===== src/pct_pkg.sv =====
`timescale 1ns / 1ps

package pct_pkg;

    // Escape introducer
    localparam logic [7:0] PCT_CHAR = 8'h25;

    // Output queue geometry
    localparam int Q_DEPTH = 4;
    localparam int Q_PTR_W = $clog2(Q_DEPTH);
    localparam int Q_CNT_W = $clog2(Q_DEPTH + 1);

    // Most bytes that one input transaction can produce
    localparam int MAX_EMIT = 3;
    localparam int EMIT_W   = $clog2(MAX_EMIT + 1);

    // Decoder phase, one-hot
    typedef enum logic [2:0] {
        PH_IDLE  = 3'b001,
        PH_PCT   = 3'b010,
        PH_DIGIT = 3'b100
    } t_phase;

    // One decoded byte with its end-of-token mark
    typedef struct packed {
        logic [7:0] data;
        logic       last;
    } t_item;

    // Hex digit decode: bit 4 flags a valid digit, bits 3:0 carry its value
    function automatic logic [4:0] hex_nibble(input logic [7:0] c);
        logic [4:0] r;
        r = 5'b0_0000;
        if (c >= 8'h30 && c <= 8'h39) begin
            r = {1'b1, 4'(c - 8'h30)};
        end else if (c >= 8'h41 && c <= 8'h46) begin
            r = {1'b1, 4'(c - 8'h41 + 8'd10)};
        end else if (c >= 8'h61 && c <= 8'h66) begin
            r = {1'b1, 4'(c - 8'h61 + 8'd10)};
        end
        return r;
    endfunction

endpackage


===== src/pct_if.sv =====
`timescale 1ns / 1ps

// Raw token bytes into the decoder
interface pct_in_if;
    logic       valid;
    logic       ready;
    logic [7:0] in_byte;
    logic       in_last;

    modport source (output valid, output in_byte, output in_last, input ready);
    modport sink   (input valid, input in_byte, input in_last, output ready);
endinterface

// Decoded bytes out of the decoder
interface pct_out_if;
    logic       valid;
    logic       ready;
    logic [7:0] out_byte;
    logic       out_last;

    modport source (output valid, output out_byte, output out_last, input ready);
    modport sink   (input valid, input out_byte, input out_last, output ready);
endinterface


===== src/percent_escape_decoder_top.sv =====
`timescale 1ns / 1ps

// Channel   Modport   Payload               Direction
// i_in      sink      in_byte[7:0] in_last  raw token bytes in
// o_out     source    out_byte[7:0] out_last decoded bytes out
//
// One input transaction per cycle while i_in.ready is high; each is decoded
// in the cycle it is taken and yields zero to three bytes into a four-entry
// output queue. Input is taken while the queue holds at most one byte, so a
// three-byte burst holds i_in.ready low while the queue drains. Output drains
// one byte per cycle; a stall on o_out stops input once two bytes wait.
// Synchronous active-low reset clears phase and queue.

module percent_escape_decoder_top
    import pct_pkg::*;
(
    input  logic         i_clk,
    input  logic         i_rst_n,
    pct_in_if.sink       i_in,
    pct_out_if.source    o_out
);

    t_phase             r_phase, n_phase;
    logic [7:0]         r_held, n_held;
    t_item              r_q [Q_DEPTH];
    logic [Q_PTR_W-1:0] r_wr_ptr, r_rd_ptr;
    logic [Q_CNT_W-1:0] r_count;

    t_item              e_item [MAX_EMIT];
    logic [EMIT_W-1:0]  n_emit;
    logic               push, pop;
    logic [4:0]         nib_hi, nib_lo;
    logic [7:0]         b;
    logic               l;

    assign b = i_in.in_byte;
    assign l = i_in.in_last;

    // Handshake
    assign i_in.ready  = (r_count <= Q_CNT_W'(1));
    assign push        = i_in.valid && i_in.ready;
    assign o_out.valid = (r_count != '0);
    assign pop         = o_out.valid && o_out.ready;

    assign nib_hi = hex_nibble(r_held);
    assign nib_lo = hex_nibble(b);

    // Decode one byte against the pending phase
    always_comb begin
        n_phase = r_phase;
        n_held  = r_held;
        n_emit  = '0;
        for (int k = 0; k < MAX_EMIT; k++) begin
            e_item[k] = '{data: b, last: l};
        end
        unique case (r_phase)
            PH_DIGIT: begin
                n_phase = PH_IDLE;
                if (nib_hi[4] && nib_lo[4]) begin
                    e_item[0] = '{data: {nib_hi[3:0], nib_lo[3:0]}, last: l};
                    n_emit    = EMIT_W'(1);
                end else begin
                    e_item[0] = '{data: PCT_CHAR, last: 1'b0};
                    if (r_held == PCT_CHAR) begin
                        // held '%' opens a new escape with this byte
                        if (l) begin
                            e_item[1] = '{data: PCT_CHAR, last: 1'b0};
                            e_item[2] = '{data: b, last: 1'b1};
                            n_emit    = EMIT_W'(3);
                        end else begin
                            n_held  = b;
                            n_phase = PH_DIGIT;
                            n_emit  = EMIT_W'(1);
                        end
                    end else begin
                        e_item[1] = '{data: r_held, last: 1'b0};
                        if (b == PCT_CHAR && !l) begin
                            n_phase = PH_PCT;
                            n_emit  = EMIT_W'(2);
                        end else begin
                            e_item[2] = '{data: b, last: l};
                            n_emit    = EMIT_W'(3);
                        end
                    end
                end
            end
            PH_PCT: begin
                if (l) begin
                    e_item[0] = '{data: PCT_CHAR, last: 1'b0};
                    e_item[1] = '{data: b, last: 1'b1};
                    n_emit    = EMIT_W'(2);
                    n_phase   = PH_IDLE;
                end else begin
                    n_held  = b;
                    n_phase = PH_DIGIT;
                end
            end
            default: begin
                if (b == PCT_CHAR && !l) begin
                    n_phase = PH_PCT;
                end else begin
                    n_emit  = EMIT_W'(1);
                    n_phase = PH_IDLE;
                end
            end
        endcase
    end

    // Hold decoder state, advance on each accepted transaction
    always_ff @(posedge i_clk) begin
        if (!i_rst_n) begin
            r_phase <= PH_IDLE;
            r_held  <= '0;
        end else if (push) begin
            r_phase <= n_phase;
            r_held  <= n_held;
        end
    end

    // Write decoded bytes into the output queue
    always_ff @(posedge i_clk) begin
        if (push) begin
            for (int k = 0; k < MAX_EMIT; k++) begin
                if (EMIT_W'(k) < n_emit) begin
                    r_q[r_wr_ptr + Q_PTR_W'(k)] <= e_item[k];
                end
            end
        end
    end

    // Advance queue pointers and fill count
    always_ff @(posedge i_clk) begin
        if (!i_rst_n) begin
            r_wr_ptr <= '0;
            r_rd_ptr <= '0;
            r_count  <= '0;
        end else begin
            if (push) begin
                r_wr_ptr <= r_wr_ptr + Q_PTR_W'(n_emit);
            end
            if (pop) begin
                r_rd_ptr <= r_rd_ptr + Q_PTR_W'(1);
            end
            r_count <= r_count + (push ? Q_CNT_W'(n_emit) : Q_CNT_W'(0))
                       - (pop ? Q_CNT_W'(1) : Q_CNT_W'(0));
        end
    end

    assign o_out.out_byte = r_q[r_rd_ptr].data;
    assign o_out.out_last = r_q[r_rd_ptr].last;

    // Queue never overfills
    a_count_bound: assert property (@(posedge i_clk) disable iff (!i_rst_n)
        r_count <= Q_CNT_W'(Q_DEPTH))
        else $error("output queue overfilled");

    // Nothing stays pending after the end of a token
    a_token_end: assert property (@(posedge i_clk) disable iff (!i_rst_n)
        push && i_in.in_last |=> r_phase == PH_IDLE)
        else $error("escape left pending after last byte");

    // A pop with no push removes exactly one entry
    a_pop_only: assert property (@(posedge i_clk) disable iff (!i_rst_n)
        pop && !push |=> r_count == $past(r_count) - Q_CNT_W'(1))
        else $error("fill count out of step with pop");

    // A drained queue delivers nothing
    a_empty_drain: assert property (@(posedge i_clk) disable iff (!i_rst_n)
        r_count == '0 && !push |=> !o_out.valid)
        else $error("output valid from empty queue");

endmodule


===== src/flat_wrapper.sv =====
// flat-port wrapper written by rule: the top's interface ports become plain ports
module percent_escape_decoder_top_flat import pct_pkg::*;
  (i_clk, i_rst_n, i_in_valid, i_in_in_byte, i_in_in_last, i_in_ready, o_out_valid, o_out_out_byte, o_out_out_last, o_out_ready);
  pct_in_if i_in_i ();
  pct_out_if o_out_i ();
  input  logic i_clk;
  input  logic i_rst_n;
  input wire logic [$bits(i_in_i.valid)-1:0] i_in_valid;
  input wire logic [$bits(i_in_i.in_byte)-1:0] i_in_in_byte;
  input wire logic [$bits(i_in_i.in_last)-1:0] i_in_in_last;
  output wire logic [$bits(i_in_i.ready)-1:0] i_in_ready;
  output wire logic [$bits(o_out_i.valid)-1:0] o_out_valid;
  output wire logic [$bits(o_out_i.out_byte)-1:0] o_out_out_byte;
  output wire logic [$bits(o_out_i.out_last)-1:0] o_out_out_last;
  input wire logic [$bits(o_out_i.ready)-1:0] o_out_ready;
  assign i_in_i.valid = i_in_valid;
  assign i_in_i.in_byte = i_in_in_byte;
  assign i_in_i.in_last = i_in_in_last;
  assign i_in_ready = i_in_i.ready;
  assign o_out_valid = o_out_i.valid;
  assign o_out_out_byte = o_out_i.out_byte;
  assign o_out_out_last = o_out_i.out_last;
  assign o_out_i.ready = o_out_ready;
  percent_escape_decoder_top u_core (.i_clk(i_clk), .i_rst_n(i_rst_n), .i_in(i_in_i), .o_out(o_out_i));
endmodule

===== config.mk =====
export PLATFORM = sky130hd
export DESIGN_NAME = percent_escape_decoder_top_flat
export DESIGN_NICKNAME = d
export VERILOG_FILES = /design/src/pct_pkg.sv /design/src/pct_if.sv /design/src/percent_escape_decoder_top.sv /design/src/flat_wrapper.sv
export SDC_FILE = /design/constraint.sdc
export NUM_CORES = 1
export LEC_CHECK = 0
export ABC_AREA = 1
export BUFFER_PORTS_ARGS = -buffer_cell sky130_fd_sc_hd__buf_2
export CORE_MARGIN = 5
export CORE_UTILIZATION = 40
export DETAILED_ROUTE_END_ITERATION = 8
export PLACE_DENSITY = 0.59
export SLEW_MARGIN = 5
export SYNTH_ARGS = -nofsm -noshare
export SYNTH_HDL_FRONTEND = slang
export SYNTH_SLANG_ARGS = --single-unit

===== constraint.sdc =====
create_clock -name i_clk -period 2.6 [get_ports i_clk]
set_clock_uncertainty 0.2 [all_clocks]
set_input_delay 0.26 -clock i_clk [delete_from_list [all_inputs] [get_ports i_clk]]
set_output_delay 0.26 -clock i_clk [all_outputs]
set_load 0.005 [all_outputs]

; Word-level counts from Yosys, hierarchy flattened
; Memories as Yosys holds them, arrays and structs flattened. A register that Yosys moved wholly into a read port is not among the register bits.
; Cells that the tools add are included.
; Widths: inputs -> output; s select.
[word_totals]
regBits = 18
ram_bits = 36
inputBits = 13
output_inout_bits = 11
memories = 1
[op_classes]
n_addsub = 16
order_cmp = 16
n_eq_ne = 6
mux = 41
reduce_logical = 14
[mem_list]
columns = name, depth, word_bits, read_ports, rd_ports_with_merged_regs, wr, line
row1 = u_core.r_q, 4, 9, 1, 1, 3, percent_escape_decoder_top.sv:25  ; t_item r_q [Q_DEPTH];
[op_table]
columns = operator, count
row1 = $mux 18, 3
row2 = $pmux 18 s2, 1
row3 = $ge 8x7->1 const B, 4
row4 = $le 8x7->1 const B, 4
row5 = $mux 5, 6
row6 = $mux 8, 3
row7 = $sub 4x1->4 const B, 6
row8 = $mux 9, 2
row9 = $add 4x4->4 const B, 4
row10 = $eq 8x6->1 const B, 2
row11 = $ge 8x6->1 const B, 2
row12 = $le 8x6->1 const B, 2
row13 = $mux 2, 8
row14 = $pmux 8 s2, 1
row15 = $mux 1, 12
row16 = $logic_and 1x1->1, 10
row17 = $mux 3, 3
row18 = $pmux 3 s2, 1
row19 = $add 2x1->2 const B, 2
row20 = $lt 1x2->1 const A, 2
row21 = $pmux 2 s2, 1
row22 = $reduce_and 4->1, 1
row23 = $add 3x3->3, 1
row24 = $eq 3x2->1 const B, 1
row25 = 11 further kinds, 11

; Depth between registers and ports, before layout
; Gate-level depths: netlist (run 1).
[logic_depth]
word_depth = 12
mapped_depth = 18

; Least setup slack after synthesis (run 1)
; No wires, ideal clock.
[synth_timing]
path_kind = flip-flop to flip-flop
startpoint = reg u_core.r_held[0]
endpoint = reg u_core.r_count[2]
setup_ns = 0.114
arrival_time_ns = 2.470
slack_ns = -0.184
path_stages_with_launch = 16
cell_sequence = dfxtp_1 -> inv_1 -> ha_1 -> o21ai_0 -> nand2_1 -> nand2b_2 -> nand2_1 -> nand2_4 -> nand3_4 -> nand2_4 -> nand2_1 -> ha_1 -> fa_1 -> xor2_1 -> inv_1 -> nor2_1
[synth_via]
elab_chain_len = 11
word_cells_on_any_way = 20
cone_classes = add/sub: 2 / order compare: 6 / eq/ne: 1 / mux: 7 / reduce/logical: 4
[synth_rtl]
columns = item, line
row1 = from (decl), percent_escape_decoder_top.sv:24  ; logic [7:0] r_held, n_held;
row2 = from (signal assigned), percent_escape_decoder_top.sv:116  ; r_held <= n_held;
row3 = $ge 8x7->1 / $le 8x7->1 (equally long branches), pct_pkg.sv:38  ; end else if (c >= 8'h61 && c <= 8'h66) begin
row4 = $logic_and 1x1->1, pct_pkg.sv:38
row5 = $mux 5, pct_pkg.sv:38
row6 = $mux 5, pct_pkg.sv:36  ; end else if (c >= 8'h41 && c <= 8'h46) begin
row7 = $mux 5, pct_pkg.sv:34  ; if (c >= 8'h30 && c <= 8'h39) begin
row8 = $logic_and 1x1->1, percent_escape_decoder_top.sv:59  ; if (nib_hi[4] && nib_lo[4]) begin
row9 = $mux 2 *, percent_escape_decoder_top.sv:59
row10 = $pmux 2 s2 *, percent_escape_decoder_top.sv:56  ; unique case (r_phase)
row11 = $mux 2 *, percent_escape_decoder_top.sv:144  ; r_count <= r_count + (push ? Q_CNT_W'(n_emit) : Q_CNT_W'(0))
row12 = $add 3x3->3 *, percent_escape_decoder_top.sv:144
row13 = $sub 3x3->3 *, percent_escape_decoder_top.sv:145  ; - (pop ? Q_CNT_W'(1) : Q_CNT_W'(0));
row14 = to (signal assigned), percent_escape_decoder_top.sv:144
row15 = to (decl), percent_escape_decoder_top.sv:27  ; logic [Q_CNT_W-1:0] r_count;
; Every way passes the cells marked *; elsewhere a longest branch is shown, timed or not.
; A chain may end at the register's enable or synchronous reset.

==> reports/results.ini, run 1 <==
[sta]
finalSetupViolCount=0
maxSlewViolCount=0
worst_pin_slew_ns=0.567
finalCritPeriodShare_pct=95.1
max_freq_mhz=404
fin_crit_ns=2.47
tns_ns=0
fin_hold_ws_ns=0.0404
final_hold_viol_count=0
setup_ws_ns=0.126
max-slew-margin-rel_pct=61.8

[flow_run]
cap_violations=0

[cts]
cts.sinks=56
cts_tree=yes
clockRootBuffer=clkbuf_8
numCtsBuffers=5
h-tree-depth=2
cts.path.max_buffers=2
hold_buffers=0
clk-insertion-delay-late_ns=0.32
clkTransAtPathRegs_ns=0.11

[synth]
synth_cell_types=36
ys_seq_area_share_pct=40.0
async_flop_share_pct=0
synthTopCellsByCount=nand2_1, inv_1, nand3_1, o21ai_0, nor2_1
ys_warn_count=0
synth_edf_count=36
synth_area_leader_cell=edfxtp_1
avgSynthCellArea_um2=7.30
synthTopCellsByArea=edfxtp_1, nand2_1, dfxtp_1, nand3_1, o21ai_0
netlist_area_um2=3700
synth-main-ff-cell=edfxtp_1
synth_most_common_cell=nand2_1
syn_inst=507
synth_nets=532
yosys.area.top_type_share_pct=29.2
synth-seq-cells=56

[critical_path]
worst_ep_arrival_time_ns=2.30
cp_cell_sequence=inv_1 -> ha_1 -> o21ai_2 -> nand2_2 -> nand2b_4 -> nand2_2 -> nand2_4 -> nand3_4 -> buf_6 -> a21oi_4 -> o21ai_1 -> nand3_1 -> buf_6
worstPathRequired_ns=2.43
critPathLaunch=u_core.r_held[0]
worst_setup_path_end_kind=register
critical_path.max_stage_delay_ns=0.35
crit_slowest_cell=dfxtp_2
crit_type=register to register
rr_startpoint=u_core.r_held[0]
cp_max_fo=9
worstSetupStartpointType=register

[power_and_ir_drop]
powerDensity_nw_per_um2=544
leakage_uw=0.00194
finalPower_uw=2370
swShare_pct=34.8
p_comb_share_pct=32.5
intPower_uw=1550
ir_worst_vdd_mv=0.275
clkPwrFrac_pct=20.7
p_seq_share_pct=46.8
power.net_switching_uw=825

[floorplan]
rows=35
initial_core_util_pct=40.5
dieWidth_um=106
die_y_um=106
ios=24
die_area_um2=11300
coreArea_um2=9150

[drt]
drt_iter0_drc=220
routed_via_density=5.17
wl_per_cell_um=14.6
routed_wl_um=9860
drc=0
ant_nets=0
drtPass1Iterations=5
via_count=3477

[global_routing]
gr-usage-all-layers_pct=17.3
grt_pass1_wl_um=15800
grt_max_degree=20
grt_pass1_vias=3182
antenna_found_initial=0
grt_overflow=0

[cells_and_area]
drive_gt1_share_pct=20.6
n_antenna_cell=0
nets=586
final_cell_count_no_fill=673
fill_cells=919
area_growth_pct=17.6

[placed_design]
post-place-ws_ns=-0.0126
dp.cells=657
gp_congestion=0.956
portBuffers=23
dp_hpwl_um=7780

[status]
outcome=finished clean

[worst_hold_path]
hp-class=input port to register
hp-start=i_rst_n

[final cells by class]
type	count	area, µm²	area share, %
multi-input combinational	373	1980	45.5
clock buffer	6	72.6	1.67
timing repair buffer	59	415	9.54
tap	111	139	3.19
clock inverter	2	16.3	0.373
sequential	56	1480	34.1
inverter	66	248	5.69
[routing by layer]
layer  GRT usage [%]  vias to the layer above  wire length, µm
li1                -                     1800                -
met1            25.0                     1535             4670
met2            27.3                      124             4480
met3            2.13                       18              543
met4            4.35                        0              161
met5               0                        -                0
[path summary, 6_finish.rpt]
| check | endpoint | slack [ns] | cells after the start |
|---|---|---|---|
| setup / recovery | u_core.r_q[0][8] | 0.13 | 13 |
| hold / removal | u_core.r_phase[0] | 0.04 | 2 |
| setup reg to reg | u_core.r_q[0][8] | 0.13 | 13 |
| hold reg to reg | u_core.r_rd_ptr[0] | 0.28 | 1 |
[power by group through the flow]
| stage | combinational (µW) | clock, µW | sequential [µW] |
|---|---|---|---|
| 2_1_floorplan | 492 | 0 | 1120 |
| 3_3_place_gp | 738 | 0 | 1130 |
| 3_5_place_dp | 743 | 0 | 1130 |
| 4_1_cts | 753 | 499 | 1110 |
| 5_1_grt | 879 | 542 | 1120 |
| 6_report | 770 | 490 | 1110 |
[critical path: cells and delay by family, from the launching register on]
family	cells	cell delay, ns
buffers and inverters	3	0.38
and+or+nand+nor	6	0.52
AOI/OAI and AO/OA	3	0.51
DFF	1	0.35
adders and majority gates	1	0.22
[placed cells by master, fill, tap and decap left out, types with 2 or more instances in the layout]
master | netlist | layout
nand2_4 | 2 | 2
edfxtp_1 | 36 | 36
nor2_1 | 38 | 38
nor3_1 | 3 | 2
o21ai_1 | 3 | 7
nor2_2 | 4 | 3
ha_1 | 11 | 10
o21ai_0 | 48 | 43
clkbuf_8 | 0 | 5
o22ai_1 | 12 | 12
nand2_1 | 134 | 130
xor2_1 | 5 | 5
nand2_2 | 7 | 11
buf_6 | 1 | 8
buf_2 | 6 | 23
buf_4 | 1 | 28
inv_1 | 55 | 53
dfxtp_1 | 20 | 18
nand4_1 | 6 | 6
dfxtp_2 | 0 | 2
nand3_1 | 48 | 44
a21oi_1 | 35 | 35
nor3_4 | 1 | 2
nand4_2 | 3 | 3
inv_2 | 10 | 12
nand3_2 | 3 | 7
[metrics by stage]
| stage | area, µm² | util, % |
|---|---|---|
| global placement | 4130 | 45.1 |
| CTS | 4230 | 46.2 |
| global route | 4360 | 47.6 |
| finish | 4360 | 47.6 |
| detailed placement | 4130 | 45.1 |
| floorplan | 3730 | - |
[kinds of logic after synthesis]
logic type               Yosys count  share of synthesized area, %
AND/OR/NAND/NOR                  253                          31.2
AO/OA/AOI/OAI                    102                          14.7
XOR/XNOR                           6                          1.42
flip-flops                        56                          40.0
adder cells (fa/ha/maj)           12                          4.26
buffers and inverters             78                          8.41
[state kept, by name (all words and copies together) (netlist names), named ones only]
signal and count:
u_core.r_held 8, u_core.r_wr_ptr 2, u_core.r_rd_ptr 2, u_core.r_phase 3, u_core.r_count 3, u_core.r_q 36
[timing repair]
action / 4_1_cts / 5_1_grt
buffers inserted: 0 / 7
cloned: 0 / 1
setup endpoints to repair: 17 / 70
pin swaps: 0 / 9
gates resized for setup: 3 / 23
Power figures use the tool's default switching activity.
==> run 2: changes to the inputs <==
BUFFER_PORTS_ARGS = not set   (was -buffer_cell sky130_fd_sc_hd__buf_2)
DONT_BUFFER_PORTS = 1   (was not set)
PLACE_DENSITY = 0.56   (was 0.59)
==> run 2 against run 1 <==
  * Combinational power down 12%
  * Flip-flop and latch count unchanged
  * Via count down 0.69%
  * Clock power increased by 3%
  * Critical path type unchanged
  * Largest cell class unchanged
==> reports/results.ini, run 2 (synthesized netlist as in run 1, its figures left out) <==
[critical_path]
worst_setup_path_end_kind=register  ; unchanged
r2r-end=u_core.r_count[2]  ; was u_core.r_q[0][8]
worst_ep_arrival_time_ns=2.49  ; was 2.30 ns
worstSetupStartpointType=register  ; unchanged
cp_max_fo=5  ; was 9
rr_startpoint=u_core.r_held[0]  ; unchanged
crit_family=adder cells  ; was simple AND/OR/NAND/NOR gates
crit_type=register to register  ; unchanged
rrSetupSlack_ns=0.14  ; was 0.13 ns
worstPathRequired_ns=2.62  ; was 2.43 ns
cp_cell_sequence=inv_1 -> ha_1 -> o21ai_1 -> nand2_1 -> nand2b_4 -> nand2_2 -> nand2_4 -> nand3_4 -> nand2_4 -> nand2_2 -> ha_4 -> fa_2 -> xor2_1 -> inv_1 -> nor2_1  ; was inv_1 -> ha_1 -> o21ai_2 -> nand2_2 -> nand2b_4 -> nand2_2 -> nand2_4 -> nand3_4 -> buf_6 -> a21oi_4 -> o21ai_1 -> nand3_1 -> buf_6
path_buf_inv=2  ; was 3
crit_slowest_cell=dfxtp_4  ; was dfxtp_2
r2r_cells=15  ; was 13
critical_path.max_stage_delay_ns=0.37  ; was 0.35 ns

[floorplan]
coreArea_um2=9150  ; unchanged
die_area_um2=11300  ; unchanged
die_y_um=106  ; unchanged
initial_core_util_pct=40.5  ; unchanged
rows=35  ; unchanged
dieWidth_um=106  ; unchanged
ios=24  ; unchanged

[sta]
tns_ns=0  ; unchanged
fin_crit_ns=2.46  ; was 2.47 ns
max_freq_mhz=406  ; was 404 MHz
finalCritPeriodShare_pct=94.7  ; was 95.1%
max-slew-margin-rel_pct=61.7  ; was 61.8%
finalSetupViolCount=0  ; unchanged
maxSlewViolCount=0  ; unchanged
worst_pin_slew_ns=0.569  ; was 0.567 ns
final_hold_viol_count=0  ; unchanged
fin_hold_ws_ns=0.0111  ; was 0.0404 ns

[drt]
ant_nets=0  ; unchanged
wl_per_cell_um=15.5  ; was 14.6 µm
routed_via_density=5.32  ; was 5.17
drtPass1Iterations=5  ; unchanged
drt_iter0_drc=291  ; was 220
drc=0  ; unchanged
via_count=3453  ; was 3,477
routed_wl_um=10000  ; was 9860 µm

[cells_and_area]
final_common_cell=nand2_1  ; unchanged
fill_cells=928  ; was 919
drive_gt1_share_pct=14.3  ; was 20.6%
n_antenna_cell=0  ; unchanged
largest_reg_flops=36  ; unchanged
top_regs=u_core.r_q: 36 flops, u_core.r_held: 8 flops  ; unchanged
multi_input_area_um2=1950  ; was 1980 µm²
final_util_pct=46.0  ; was 47.6%
nets=562  ; was 586
seqCellArea_um2=1490  ; was 1480 µm²
largest_register=u_core.r_q  ; unchanged
final_cell_count_no_fill=649  ; was 673
final_cell_mix=nand2_1, inv_1, nand3_1, o21ai_0, nor2_1  ; was nand2_1, inv_1, nand3_1
area_growth_pct=13.6  ; was 17.6%
postLayoutCellArea_um2=4210  ; was 4360 µm²

[power_and_ir_drop]
powerDensity_nw_per_um2=544  ; about the same
ir_worst_vdd_mv=0.392  ; was 0.275 mV
leakage_uw=0.00182  ; was 0.00194 µW

[cts]
clockRootBuffer=clkbuf_8  ; unchanged
h-tree-depth=2  ; unchanged
numCtsBuffers=5  ; unchanged
clkTransAtPathRegs_ns=0.11  ; about the same
cts_tree=yes  ; unchanged
cts.path.max_buffers=2  ; unchanged
clk-insertion-delay-late_ns=0.32  ; about the same
cts.sinks=56  ; unchanged

[global_routing]
grt_pass1_vias=3226  ; was 3,182
gr-usage-all-layers_pct=18.2  ; was 17.3%
grt_max_degree=19  ; was 20
antenna_found_initial=0  ; unchanged
grt_pass1_wl_um=16600  ; was 15,800 µm
grt_overflow=0  ; unchanged

[status]
outcome=finished clean  ; unchanged

[worst_hold_path]
worstHoldEndpoint=u_core.r_q[0][0]  ; was u_core.r_phase[0]
hp-class=input port to register  ; unchanged
holdPathStages=2  ; unchanged
hp-start=i_in_in_last  ; was i_rst_n

[placed_design]
portBuffers=0  ; was 23
gp_congestion=0.901  ; was 0.956
post_dp_cell_area_um2=3970  ; was 4130 µm²
dp.cells=628  ; was 657
dp_hpwl_um=7690  ; was 7780 µm

[flow_run]
cap_violations=0  ; unchanged

## run 2: layout make-up
cell class	instances	share of cell area (%)
well taps	111	3.30
inverters	66	5.95
multi-input cells	373	46.4
repair buffers	35	6.84
clock inverters	3	0.506
flip-flops and latches	56	35.3
clock buffers	5	1.64
## run 2: worst max-delay path by stage
| stage | startpoint | to | slack [ns] | depth (start not counted) |
|---|---|---|---|---|
| after floorplan | u_core.r_held[0] | u_core.r_count[2] | 0.0003 | 15 |
| after global placement | u_core.r_held[0] | u_core.r_count[2] | 0.10 | 15 |
| after detailed placement | u_core.r_held[1] | u_core.r_count[2] | 0.05 | 15 |
| after CTS | u_core.r_held[1] | u_core.r_count[2] | 0.04 | 15 |
| after global routing | u_core.r_held[0] | u_core.r_count[2] | -0.02 | 15 |
| final | u_core.r_held[0] | u_core.r_count[2] | 0.14 | 15 |
## run 2: worst reg2reg max path, delay by kind of cell, from the launching register on
kind                       cells  cell delay (ns)
AOI/OAI and AO/OA              1             0.11
xor gates and xnor gates       1             0.16
adders and majority gates      3             0.80
buffers and inverters          2             0.11
DFF                            1             0.37
and+or+nand+nor                8             0.61
## run 2: metrics by stage
| stage | power, µW | setup slack [ns] |
|---|---|---|
| finish | 2290 | 0.137 |
| CTS | 2300 | 0.0370 |
| global placement | 1770 | 0.102 |
| floorplan | 1610 | 0.000268 |
| detailed placement | 1780 | 0.0521 |
| global route | 2450 | -0.0162 |
## run 2: per-layer routing
metal | part of all wire, % | routed length, µm | GRT usage, % | vias to the layer above
met5 | 0 | 0 | 0 | -
met4 | 1.1 | 115 | 4.53 | 0
met3 | 5.6 | 565 | 3.16 | 12
met2 | 46 | 4670 | 29.3 | 112
met1 | 47 | 4690 | 25.5 | 1574
li1 | - | - | - | 1755
## run 2: repair_timing
item | CTS | global route
endpoints found under the setup margin | 0 | 55
buffers inserted | 0 | 3
hold buffers | 10 | 0
hold endpoints to repair | 44 | 0
resized for setup | 0 | 8
## run 2: report_power, final
part	total (µW)	leakage [µW]	internal (µW)	switching (µW)
Combinational	678	0.00129	234	444
Clock	505	0.0000445	193	313
Sequential	1110	0.000493	1060	48.5
